`config.mk`:
```
export PLATFORM = sky130hd
export DESIGN_NAME = imd_ctrl
export DESIGN_NICKNAME = d
export VERILOG_FILES = /design/src/imd_pkg.sv /design/src/imd_ctrl.sv
export SDC_FILE = /design/constraint.sdc
export NUM_CORES = 1
export LEC_CHECK = 0
export BUFFER_PORTS_ARGS = -buffer_cell sky130_fd_sc_hd__buf_2
export CAP_MARGIN = 10
export CORE_AREA = 2 2 39 41
export CTS_BUF_LIST = sky130_fd_sc_hd__clkbuf_8
export CTS_CLUSTER_DIAMETER = 100
export DETAILED_ROUTE_END_ITERATION = 12
export DIE_AREA = 0 0 41 43
export PLACE_DENSITY = 0.49
export SYNTH_ARGS = -nofsm -noshare
export SYNTH_HDL_FRONTEND = slang
export SYNTH_SLANG_ARGS = --single-unit
export TNS_END_PERCENT = 30
```
`constraint.sdc`:
```
create_clock -name i_clk -period 1.8 [get_ports i_clk]
set_input_delay 0.09 -clock i_clk [delete_from_list [all_inputs] [get_ports i_clk]]
set_output_delay 0.09 -clock i_clk [all_outputs]
set_load 0.005 [all_outputs]
```
`src/imd_pkg.sv`:
```
// shared types and constants for the integer matrix determinant core
// no dependencies
package imd_pkg;

    localparam int MAX_ORDER_DEF = 8;
    localparam int SIZE_W        = 4;
    localparam int ELEM_W        = 32;
    localparam int DET_W         = 64;
    localparam logic [SIZE_W-1:0] SIZE_RESET = 4'd4;

    // controller to datapath commands
    typedef struct packed {
        logic load_wr;   // store accepted element, advance load position
        logic t_start;   // clear accumulator and column index
        logic j_inc;     // next column
        logic rd;        // read element and sub-minor
        logic mul_lo;    // low partial product
        logic mul_hi;    // high partial product
        logic acc;       // add or subtract term
        logic t_write;   // write minor, advance subset
        logic det_init;  // first subset
        logic out_load;  // move determinant into output register
    } t_cmd;

    // datapath to controller status
    typedef struct packed {
        logic load_last;
        logic j_in_mask;
        logic j_last;
        logic mask_full;
        logic out_free;
    } t_status;

endpackage

```
`src/imd_ctrl.sv`:
```
// sequencer for load, minor-table expansion and result hand-off
// depends on imd_pkg
module imd_ctrl (
    input  logic             i_clk,
    input  logic             i_rst_n,
    input  logic             i_valid,
    input  logic             i_stall_int,
    input  imd_pkg::t_status i_status,
    output imd_pkg::t_cmd    o_cmd,
    output logic             o_loading
);
    import imd_pkg::*;

    typedef enum logic [2:0] {
        S_LOAD, S_TSTART, S_JCHK, S_MLO, S_MHI, S_ACC, S_WRITE, S_DONE
    } t_state;

    t_state r_state, n_state;
    t_cmd   cmd;

    // next state and commands
    always_comb begin
        n_state = r_state;
        cmd     = '0;
        case (r_state)
            S_LOAD: begin
                if (i_valid) begin
                    cmd.load_wr = 1'b1;
                    if (i_status.load_last) begin
                        cmd.det_init = 1'b1;
                        n_state      = S_TSTART;
                    end
                end
            end
            S_TSTART: begin
                cmd.t_start = 1'b1;
                n_state     = S_JCHK;
            end
            S_JCHK: begin
                if (i_status.j_in_mask) begin
                    cmd.rd  = 1'b1;
                    n_state = S_MLO;
                end else if (i_status.j_last) begin
                    n_state = S_WRITE;
                end else begin
                    cmd.j_inc = 1'b1;
                end
            end
            S_MLO: begin
                cmd.mul_lo = 1'b1;
                n_state    = S_MHI;
            end
            S_MHI: begin
                cmd.mul_hi = 1'b1;
                n_state    = S_ACC;
            end
            S_ACC: begin
                cmd.acc = 1'b1;
                if (i_status.j_last) begin
                    n_state = S_WRITE;
                end else begin
                    cmd.j_inc = 1'b1;
                    n_state   = S_JCHK;
                end
            end
            S_WRITE: begin
                if (i_status.mask_full) begin
                    n_state = S_DONE;
                end else begin
                    cmd.t_write = 1'b1;
                    n_state     = S_TSTART;
                end
            end
            S_DONE: begin
                if (i_status.out_free) begin
                    cmd.out_load = 1'b1;
                    n_state      = S_LOAD;
                end
            end
            default: n_state = S_LOAD;
        endcase
    end

    // state register
    always_ff @(posedge i_clk) begin
        if (!i_rst_n) begin
            r_state <= S_LOAD;
        end else begin
            r_state <= n_state;
        end
    end

    assign o_cmd     = cmd;
    assign o_loading = (r_state == S_LOAD);

    // multiply steps follow a read in order
    a_mlo_after_rd: assert property (@(posedge i_clk) disable iff (!i_rst_n)
        (r_state == S_MLO) |-> $past(cmd.rd))
        else $error("multiply without read");
    a_acc_after_mhi: assert property (@(posedge i_clk) disable iff (!i_rst_n)
        (r_state == S_ACC) |-> $past(r_state == S_MHI))
        else $error("accumulate out of order");
    a_no_load_busy: assert property (@(posedge i_clk) disable iff (!i_rst_n)
        (cmd.load_wr) |-> (r_state == S_LOAD) && !i_stall_int)
        else $error("load while busy");

endmodule

```
# Word-level counts from Yosys, hierarchy flattened
# Index checks and enable logic that the tools add are counted.
word_totals:
  regBits: 3
  output_inout_bits: 11
  wordCells: 40
op_classes:
  eq_ne: 11
  n_mux: 26
  reduce_logical: 2
ops:
  columns: ["cell", "count"]
  rows:
  - ["3-bit case mux with 8 select lines", 1]
  - ["3-bit two-way mux", 7]
  - ["1-bit two-way mux", 17]
  - ["3-bit equality test, second input constant", 4]
  - ["3-bit by 2-bit equality test with 1-bit output, second input constant", 2]
  - ["2-bit inequality test, second input constant", 3]
  - ["4-bit AND reduction", 1]
  - ["3-bit by 1-bit equality test with 1-bit output, second input constant", 1]
  - ["3-bit logical NOT", 1]
  - ["3-bit inequality test, second input constant", 1]
  - ["1-bit case mux with 2 select lines", 1]

# Depth between registers and ports, before layout
logic_depth:
  word_depth: 3
  ltp_mapped: 4

# Worst setup path before layout
# OpenSTA, ideal clock, no wires.
synth_timing:
  path_type: "register to register"
  start: "register r_state[2]"
  end: "register r_state[1]"
  setup_time_ps: 118
  arrival_time_ps: 896
  required_time_ps: 1682
  setup_slack_ps: 786
  path_stages_with_launch: 4
  n_path_buf: 0
  period_less_slack_ps: 1014
  path_cell_list: "dfxtp_1 -> nor3_1 -> nand2_1 -> o2111a_1"
synth_via:
  elab_chain_cells: 3
synth_rtl:
  columns: ["element", "line_no", "rtl"]
  rows:
  - ["start: declaration", "imd_ctrl.sv:18", "t_state r_state, n_state;"]
  - ["start signal: assignment", "imd_ctrl.sv:89", "r_state <= n_state;"]
  - ["3-bit logical NOT *", null, null]
  - ["named net o_loading", "imd_ctrl.sv:10", "output logic o_loading"]
  - ["2-bit inequality test (no source line)", null, null]
  - ["4-bit AND reduction (no source line)", null, null]
# The timed path passes the listed nets; every way through them passes the cells marked *.
# A chain may end at the register's enable or synchronous reset.

==> out/qor.txt <==
FINAL LAYOUT
-------------------------------------------------------------------------------------------
Leading registers by flop count                                                r_state: 3 flops
Number of nets in the layout                                                             68
Layout overhead on the synthesized area                                               50.5%
Sequential cell area                                                               60.1 um2
Filler cell count                                                                       161
Filler-free cell count of the finished design                                            74
Diode insertion count for antenna repair                                                  0
Number of flip-flops in the largest register                                              3
Proportion of layout cells with a drive suffix above 1                                37.9%
Register name with the most flops                                                   r_state
Multi-input logic area                                                              191 um2

SYNTHESIS
-------------------------------------------------------------------------------------------
Mean post-synth cell area                                                          7.31 um2
Synthesis-stage register bit count                                                        3
Adder-cell area share of the yosys netlist                                               0%
Sequential-to-total area share from yosys stat                                        21.6%
Mux cell area share after synthesis                                                      0%
Leading post-synthesis cells by cell area                                      dfxtp_1 22%, and3_1 9.0%, nor3_1 5.4%, buf_4 5.4%, nand2_1 5.4%
Number of different library cells in the post-synthesis netlist                          24
Post-synth top area share                                                             21.6%
Post-Synth Simple-Gate Area                                                           37.4%
Fraction of synthesized cell area in xor and xnor cells                                  0%
Synth Cell Area                                                                     278 um2
Combinational family with the most area after synthesis                        simple AND/OR/NAND/NOR gates
Compound-Gate Fraction of Synth Area                                                  31.5%
Post-synth net total                                                                     47
Synth Warn #                                                                              0
Post-synth top area cell                                                            dfxtp_1
Synthesized netlist cell count                                                           38

MIN PATH
-------------------------------------------------------------------------------------------
Hold_sp                                                                             i_rst_n
Worst hold path type                                                              in -> reg
Hold path endpoint                                                               r_state[1]
Hold Path Cell Cnt                                                                        2

TIMING
-------------------------------------------------------------------------------------------
RSZ-0062 raised after global routing                                                  false
TNS Setup                                                                              0 ps
# setup viols final                                                                       0
Post-route clock skew                                                              0.463 ps
Post-route fraction of the period consumed by the critical path                       75.8%
Max Transition Viols Final                                                                0
Final number of hold-violating endpoints                                                  0
Transition at the pin with the smallest max-transition slack                         389 ps
Final period demand of the worst path                                               1360 ps
Relative slew slack                                                                   74.1%
Maximum frequency from static timing analysis                                       733 MHz

DIE
-------------------------------------------------------------------------------------------
FP Rows                                                                                  14
DIE WIDTH                                                                             41 um
Ports                                                                                    20
Die ar.                                                                            1760 um2
Overall die height                                                                    43 um
Initial Util                                                                          20.1%
Area of the core                                                                   1380 um2

PWR
-------------------------------------------------------------------------------------------
Sw Ratio                                                                              22.1%
Power share of the clock group                                                        63.0%
VDD IR-drop max                                                                  0.000297 V
Combinational group share of total power                                              12.2%
Leakage component of the power                                                     0.228 nW
PwrDens                                                                          715 nW/um2
Power dissipated by switching net loads                                             66.1 uW
Internal power                                                                       233 uW
Overall power                                                                        299 uW
Portion of total power attributed to sequential cells                                 24.9%

CRITICAL PATH
-------------------------------------------------------------------------------------------
CP Class                                                                         reg -> out
Type of origin of the critical path                                                    flop
Worst R2R Path Depth                                                                      3
Critical Path Sink Type                                                        primary output
Arr. time, crit path                                                                1270 ps
Crit path required time                                                             1710 ps
Terminus of the critical flop-to-flop path                                       r_state[2]
Register-to-Register Setup Slack                                                     640 ps
Maximum fanout count along the critical path                                             14
Critical R2R Launch                                                              r_state[1]

CLOCKING
-------------------------------------------------------------------------------------------
H-tree depth                                                                              1
Clock-pin slew on the worst setup and hold paths                                      30 ps
Clock tree root driver cell                                                        clkbuf_8
Clock tree from TritonCTS                                                             built
Later-pin clock latency in the skew report                                           210 ps
Setup Buffers After CTS                                                                   0
Maximum root-to-sink buffer count                                                         2
Count of hold buffers inserted by post-cts repair                                         0
Number of buffers created by CTS                                                          3
Sinks on Clock Net                                                                        3
# resized after CTS                                                                       0

GLOBAL ROUTING
-------------------------------------------------------------------------------------------
Pin count of the biggest net entering global routing                                     15
Number of global-route vias before repair                                               275
Overall fraction of global-route tracks in use                                        9.03%
Antenna violations before repair                                                          0
Total grt overflow                                                                        0
First-pass GRT wire length                                                          1080 um

RUN
-------------------------------------------------------------------------------------------
MaxCap Viol Count                                                                         0

STATUS
-------------------------------------------------------------------------------------------
Result of the run                                                              finished, final reports clean

PLACEMENT
-------------------------------------------------------------------------------------------
Sum of net half-perimeters after detailed placement                                  511 um
Number of buffers inserted by port buffering                                             18
RePlAce Congestion                                                                    0.596
Placed Cells incl. Taps                                                                  70

DRT
-------------------------------------------------------------------------------------------
Number of design-rule violations left by the first detailed-router iteration              2
Total Wirelength                                                                     714 um
Wire per inst                                                                       9.65 um
Count of vias placed by the detailed router                                             350
DR pass1 iterations                                                                       4
Post-route DRC violation count                                                            0
Antenna Violating Nets Remaining                                                          0
Avg Vias per Cell                                                                      4.73

final cells by class:
type | count | area share [%]
clock inverters | 1 | 0.898
flip-flops and latches | 3 | 14.4
inverters | 3 | 2.69
clock buffers | 3 | 9.88
repair buffers | 18 | 21.6
multi-input cells | 30 | 45.8
well taps | 16 | 4.79
cell usage after synthesis:
cell type,number
nand2_1,4
nor3_1,3
nor2b_1,2
o2111a_1,1
a32o_1,1
o21ai_0,1
inv_1,2
o21ai_1,1
and2_1,1
and3_1,4
o21a_1,1
inv_2,1
dfxtp_1,3
a21boi_0,1
o211ai_1,1
nor2_1,2
o2bb2ai_1,1
nor4_1,1
nor3b_1,1
o211a_1,1
a31o_1,1
and3b_1,1
a31oi_1,1
buf_4,2
routing by layer:
layer	track usage (%)	vias up	part of all wire, %
li1	-	183	-
met1	10.3	153	43
met2	13.4	14	47
met3	3.14	0	9.0
met4	6.00	0	0
met5	0	-	0
how the worst max path moves through the flow:
stage,startpoint,to,slack (ps),depth (start not counted)
2_1_floorplan,r_state[2],r_state[1],790,3
3_3_place_gp,r_state[1],o_cmd[2],620,3
3_5_place_dp,r_state[1],r_state[2],640,3
4_1_cts,r_state[1],o_cmd[2],420,3
5_1_grt,r_state[1],o_cmd[2],260,3
6_report,r_state[0],o_cmd[1],440,3
kinds of logic (layout without fill, tap and decap cells):
logic type / count (synthesis) / in the layout
compound gates: 11 / 11
buf+inv: 5 / 25
flops: 3 / 3
simple gates: 19 / 19
placed cells by master, fill, tap and decap left out, types with 2 or more instances in the layout:
cell      instances
clkbuf_8          3
nor3_1            3
nor2b_1           2
buf_2            18
and3_1            4
dfxtp_1           3
nor2_1            2
inv_1             3
nand2_1           4
metrics by stage:
stage          hold WS (ps)  worst slack, ps  instance area, um2  util, %
2_1_floorplan           210              786                 278        -
3_3_place_gp            385              625                 373     26.9
3_5_place_dp            384              637                 373     26.9
4_1_cts                 166              417                 418     30.2
5_1_grt                 172              262                 418     30.2
6_report                164              436                 418     30.2
power by group through the flow:
stage / Combinational [mW] / Clock (mW) / Sequential [mW]
after floorplan: 0.0213 / 0 / 0.0714
after global placement: 0.0362 / 0 / 0.0752
after detailed placement: 0.0363 / 0 / 0.0751
after CTS: 0.0369 / 0.192 / 0.0742
after global routing: 0.0408 / 0.204 / 0.0751
final: 0.0364 / 0.188 / 0.0743
worst max-delay path, cell delays in order, from the launching register on:
cell and delay, ps:
dfxtp_1 410, nor3_1 350, and3_1 190, buf_2 100
(Power assumes the default switching activity.)
